### config.mk
export PLATFORM = sky130hd
export DESIGN_NAME = ght_exec
export DESIGN_NICKNAME = d
export VERILOG_FILES = /design/src/hw/rtl/ght_pkg.sv /design/src/hw/rtl/ght_exec.sv
export SDC_FILE = /design/constraint.sdc
export NUM_CORES = 1
export LEC_CHECK = 0
export BUFFER_PORTS_ARGS = -buffer_cell sky130_fd_sc_hd__buf_2
export CELL_PAD_IN_SITES_DETAIL_PLACEMENT = 0
export CELL_PAD_IN_SITES_GLOBAL_PLACEMENT = 1
export CORE_UTILIZATION = 28
export DETAILED_ROUTE_END_ITERATION = 8
export MAX_ROUTING_LAYER = met4
export PLACE_DENSITY_LB_ADDON = 0.05
export SETUP_SLACK_MARGIN = 0.15
export SLEW_MARGIN = 20
export SYNTH_ARGS = -nofsm -noshare
export SYNTH_HDL_FRONTEND = slang
export SYNTH_SLANG_ARGS = --single-unit
### constraint.sdc
create_clock -name vclk -period 7.3
set_clock_uncertainty 0.1 [all_clocks]
set_input_delay 0.365 -clock vclk [all_inputs]
set_output_delay 0.365 -clock vclk [all_outputs]
set_load 0.01 [all_outputs]
### src/hw/rtl/ght_pkg.sv
// ----------------------------------------------------------------------------
// ght_pkg: shared types and constants for the generational handle table
// Sizes, opcode and status codes, and the structs passed between the
// execute logic and the top level.
// ----------------------------------------------------------------------------
package ght_pkg;

  localparam int SLOTS     = 256;
  localparam int IDX_W     = $clog2(SLOTS);      // slot address bits
  localparam int CNT_W     = $clog2(SLOTS + 1);  // counts 0..SLOTS
  localparam int TAG_W     = 16;
  localparam int HANDLE_W  = 32;
  localparam int HIDX_W    = 16;                  // index field of a handle

  localparam logic [TAG_W-1:0] TAG_MASK = 16'hffff;

  typedef enum logic [1:0] {
    MODE_ALLOC  = 2'd0,
    MODE_FREE   = 2'd1,
    MODE_LOOKUP = 2'd2
  } mode_t;

  typedef enum logic [1:0] {
    ST_OK      = 2'd0,
    ST_FULL    = 2'd1,
    ST_INVALID = 2'd2
  } status_t;

  // Architectural counters
  typedef struct packed {
    logic [CNT_W-1:0] free_count;
    logic [CNT_W-1:0] high_water;
    logic [TAG_W-1:0] tag_counter;
  } ght_state_t;

  // Memory write requests and next counter values for one transaction
  typedef struct packed {
    logic             tag_we;
    logic             tag_clr;     // free: slot tag returns to zero
    logic [IDX_W-1:0] tag_addr;
    logic [TAG_W-1:0] tag_wdata;
    logic             stk_we;
    logic [IDX_W-1:0] stk_addr;
    logic [IDX_W-1:0] stk_wdata;
    ght_state_t       state;
  } ght_upd_t;

  // One result item
  typedef struct packed {
    logic [1:0]          status;
    logic [HANDLE_W-1:0] handle_out;
    logic [IDX_W-1:0]    slot_index;
  } ght_res_t;

endpackage

### src/hw/rtl/ght_exec.sv
// ----------------------------------------------------------------------------
// ght_exec: execute logic for one table transaction
// Validates handles, picks the slot to allocate, steps the tag counter and
// forms the result and the memory/counter updates. Purely combinational.
// ----------------------------------------------------------------------------
module ght_exec (
  input  logic [1:0]                    mode,
  input  logic [ght_pkg::HANDLE_W-1:0]  handle_in,
  input  logic                          tag_vld,
  input  logic [ght_pkg::TAG_W-1:0]     tag_rd,
  input  logic [ght_pkg::IDX_W-1:0]     stk_rd,
  input  ght_pkg::ght_state_t           cur,
  output ght_pkg::ght_res_t             res,
  output ght_pkg::ght_upd_t             upd
);
  import ght_pkg::*;

  logic [HIDX_W-1:0] h_idx;
  logic [TAG_W-1:0]  h_tag;
  logic [TAG_W-1:0]  stored_tag;
  logic              h_ok;
  logic [TAG_W-1:0]  tag_inc;
  logic [TAG_W-1:0]  tag_new;

  assign h_idx      = handle_in[HIDX_W-1:0];
  assign h_tag      = handle_in[HANDLE_W-1:HIDX_W] & TAG_MASK;
  assign stored_tag = tag_vld ? tag_rd : '0;
  assign h_ok       = (h_tag != '0)
                    && (h_idx < HIDX_W'(cur.high_water))
                    && (stored_tag == h_tag);

  // tag counter skips zero on wrap
  assign tag_inc = cur.tag_counter + TAG_W'(1);
  assign tag_new = (tag_inc == '0) ? TAG_W'(1) : tag_inc;

  always_comb begin
    res.status      = ST_INVALID;
    res.handle_out  = handle_in;
    res.slot_index  = '0;
    upd.tag_we      = 1'b0;
    upd.tag_clr     = 1'b0;
    upd.tag_addr    = h_idx[IDX_W-1:0];
    upd.tag_wdata   = tag_new;
    upd.stk_we      = 1'b0;
    upd.stk_addr    = cur.free_count[IDX_W-1:0];
    upd.stk_wdata   = h_idx[IDX_W-1:0];
    upd.state       = cur;
    case (mode)
      MODE_ALLOC: begin
        if (cur.free_count != '0) begin
          upd.tag_addr         = stk_rd;
          upd.state.free_count = cur.free_count - CNT_W'(1);
        end else if (cur.high_water < CNT_W'(SLOTS)) begin
          upd.tag_addr         = cur.high_water[IDX_W-1:0];
          upd.state.high_water = cur.high_water + CNT_W'(1);
        end
        if ((cur.free_count != '0) || (cur.high_water < CNT_W'(SLOTS))) begin
          upd.tag_we            = 1'b1;
          upd.state.tag_counter = tag_new;
          res.status            = ST_OK;
          res.handle_out        = {tag_new, HIDX_W'(upd.tag_addr)};
          res.slot_index        = upd.tag_addr;
        end else begin
          res.status     = ST_FULL;
          res.handle_out = '0;
        end
      end
      MODE_FREE: begin
        if (h_ok && (cur.free_count < CNT_W'(SLOTS))) begin
          upd.tag_clr          = 1'b1;
          upd.stk_we           = 1'b1;
          upd.state.free_count = cur.free_count + CNT_W'(1);
          res.status           = ST_OK;
          res.slot_index       = h_idx[IDX_W-1:0];
        end
      end
      MODE_LOOKUP: begin
        if (h_ok) begin
          res.status     = ST_OK;
          res.slot_index = h_idx[IDX_W-1:0];
        end
      end
      default: begin
        res.status = ST_INVALID;
      end
    endcase
  end

endmodule

==> flow_metrics.py <==
metrics = {
    "setup_path": {
        "cp_slowest_cell": "o21ai_2",
        "crit_fanout": 23,
        "max_stage_delay_ps": 830,
        "path_cells": "buf_2, nor3_1, nand3b_1, or4_1, o21ai_2, inv_2, o211ai_1, o21a_1, buf_2",
        "critPathLaunchType": "input pin",
        "cp-end-kind": "primary output",
        "crit_arrival_ps": 3580,
        "crit_required_ps": 6840,
        "critPathKind": "in -> out",
        "path_common_cell": "buf_2",
    },
    "cells_and_area": {
        "post-route-util_pct": 40.2,
        "nNetsFinal": 676,
        "antenna_cells": 0,
        "stdcell_count": 677,
        "register_area_um2": 0,
        "seq_cells": 0,
        "design_area_mm2": 0.00356,
        "n_clock_buffer": 0,
        "drive_gt1_share_pct": 41.3,
        "area_growth_pct": 37.6,
    },
    "global_route": {
        "grt_pass1_vias": 3397,
        "grt_usage_pct": 21.5,
        "grt_overflow": 0,
        "antenna_found_initial": 0,
        "grt_max_degree": 48,
        "grt_pass1_wl_mm": 16.6,
    },
    "synth": {
        "post-synth-top-count-cell": "nand2_1",
        "synth_cell_types": 57,
        "synthCells": 399,
        "synth_top_area_share_pct": 10.5,
        "seq_area_frac_synth_pct": 0,
        "syn-num-nets": 504,
        "synth_top_area_cell": "xnor2_1",
        "yosys_warnings": 0,
        "synth.avg_cell_area_um2": 6.48,
        "synth.area.top_cells": "xnor2_1 10%, a22o_1 6.1%, ha_1 5.8%",
        "ys_top_cells_by_count": "40 x nand2_1, 34 x nor2_1, 31 x xnor2_1",
        "netlist_area_mm2": 0.00259,
    },
    "sta": {
        "final.setup.tns_ps": 0,
        "report.final.slew_viol_count": 0,
        "setup_viol": 0,
        "setup_slack_ps": 3250,
        "post-route-min-period_ps": 4050,
        "period_share_pct": 55.5,
        "hold_viol": 0,
        "slew-limit-headroom_pct": 41.4,
        "tightestPinTransition_ps": 878,
        "clock.fmax_mhz": 247,
        "grt_setup_unrepaired": "no",
    },
    "die": {
        "num_rows": 34,
        "num_io_pins": 212,
        "dieArea_mm2": 0.00962,
        "dieHeight_um": 98.1,
        "die_width_um": 98.1,
        "core_mm2": 0.00885,
        "initial_core_util_pct": 29.2,
    },
    "route": {
        "num_vias": 3595,
        "postRouteAntennaNets": 0,
        "drt-initial-drc-count": 105,
        "via_per_inst": 5.31,
        "dr.pass1.iters": 6,
        "drc": 14,
        "detail_route.wl_per_cell_um": 15.9,
        "routed_wl_mm": 10.8,
    },
    "placed_design": {
        "dpl-instance-area_mm2": 0.00356,
        "dp_slack_ps": 3230,
        "dp_hpwl_mm": 8.87,
        "routabilityCongestion": 0.815,
        "portBuffers": 212,
        "place_inst": 677,
    },
    "pwr": {
        "p_leak_nw": 1.84,
        "vdd_drop_max_mv": 0.0231,
        "power_density_mw_per_mm2": 59.0,
    },
    "hold_path": {
        "hold_class": "in -> out",
        "hold_depth": 2,
    },
    "status": {
        "status": "complete, but fails checks",
        "violations": "design-rule violations",
    },
    "run": {
        "maxCapViolCount": 0,
    },
    "clock_network": {
        "cts_resized": 0,
        "hold_buffers": 0,
        "postCtsSetupBuffers": 0,
    },
}
[worst paths after layout]
| path | from | to | slack, ps |
|---|---|---|---|
| setup / recovery | cur[28] | upd[0] | 3250 |
| hold / removal | handle_in[1] | upd[35] | 890 |
[stage by stage]
| stage | total power, mW | hold WS [ps] |
|---|---|---|
| 6_report | 0.210 | 893 |
| 3_5_place_dp | 0.210 | 893 |
| 5_1_grt | 0.231 | 904 |
| 3_3_place_gp | 0.210 | 892 |
| 2_1_floorplan | 0.118 | 710 |
| 4_1_cts | 0.211 | 893 |
[per-layer routing]
| layer | routed length [µm] | up-vias | global-route usage, % |
|---|---|---|---|
| li1 | - | 1799 | - |
| met1 | 4500 | 1624 | 25.6 |
| met2 | 5420 | 164 | 40.7 |
| met3 | 761 | 8 | 1.72 |
| met4 | 80 | 0 | 1.63 |
| met5 | 0 | - | - |
[logic make-up after synthesis]
kind of cell	Yosys count	synth area share, %
XOR/XNOR	48	16.3
multiplexers	3	1.21
AND/OR/NAND/NOR	169	34.3
AO/OA/AOI/OAI	106	30.9
buffers and inverters	61	11.5
adder cells (fa/ha/maj)	12	5.81
[where the power goes]
group	switching (mW)	internal, mW	total, mW
Sequential	0	0	0
Clock	0	0	0
Combinational	0.120	0.0903	0.210
Total	0.120	0.0903	0.210
[area by class of cell]
type,count,area (µm²)
well taps,108,135
repair buffers,213,1070
multi-input cells,338,2290
inverters,18,67.6
fillers,978,5290
[cell usage in the layout (no fill, tap or decap), drive strengths merged, types with 11 or more instances in the layout]
master,count
a21o,18
a21oi,12
a22o,18
a31o,14
buf,213
ha,12
inv,18
nand2,40
nand3,15
nand4,11
nor2,34
nor3,21
o21ai,19
xnor2,31
xor2,17
[worst max-delay path: cells and delay by family]
family	cells	cell delay [ps]
AND/OR/NAND/NOR	3	1370
AO/OA/AOI/OAI	3	1180
buffers and inverters	3	660
Note: power is estimated with default switching activity, not from simulation.
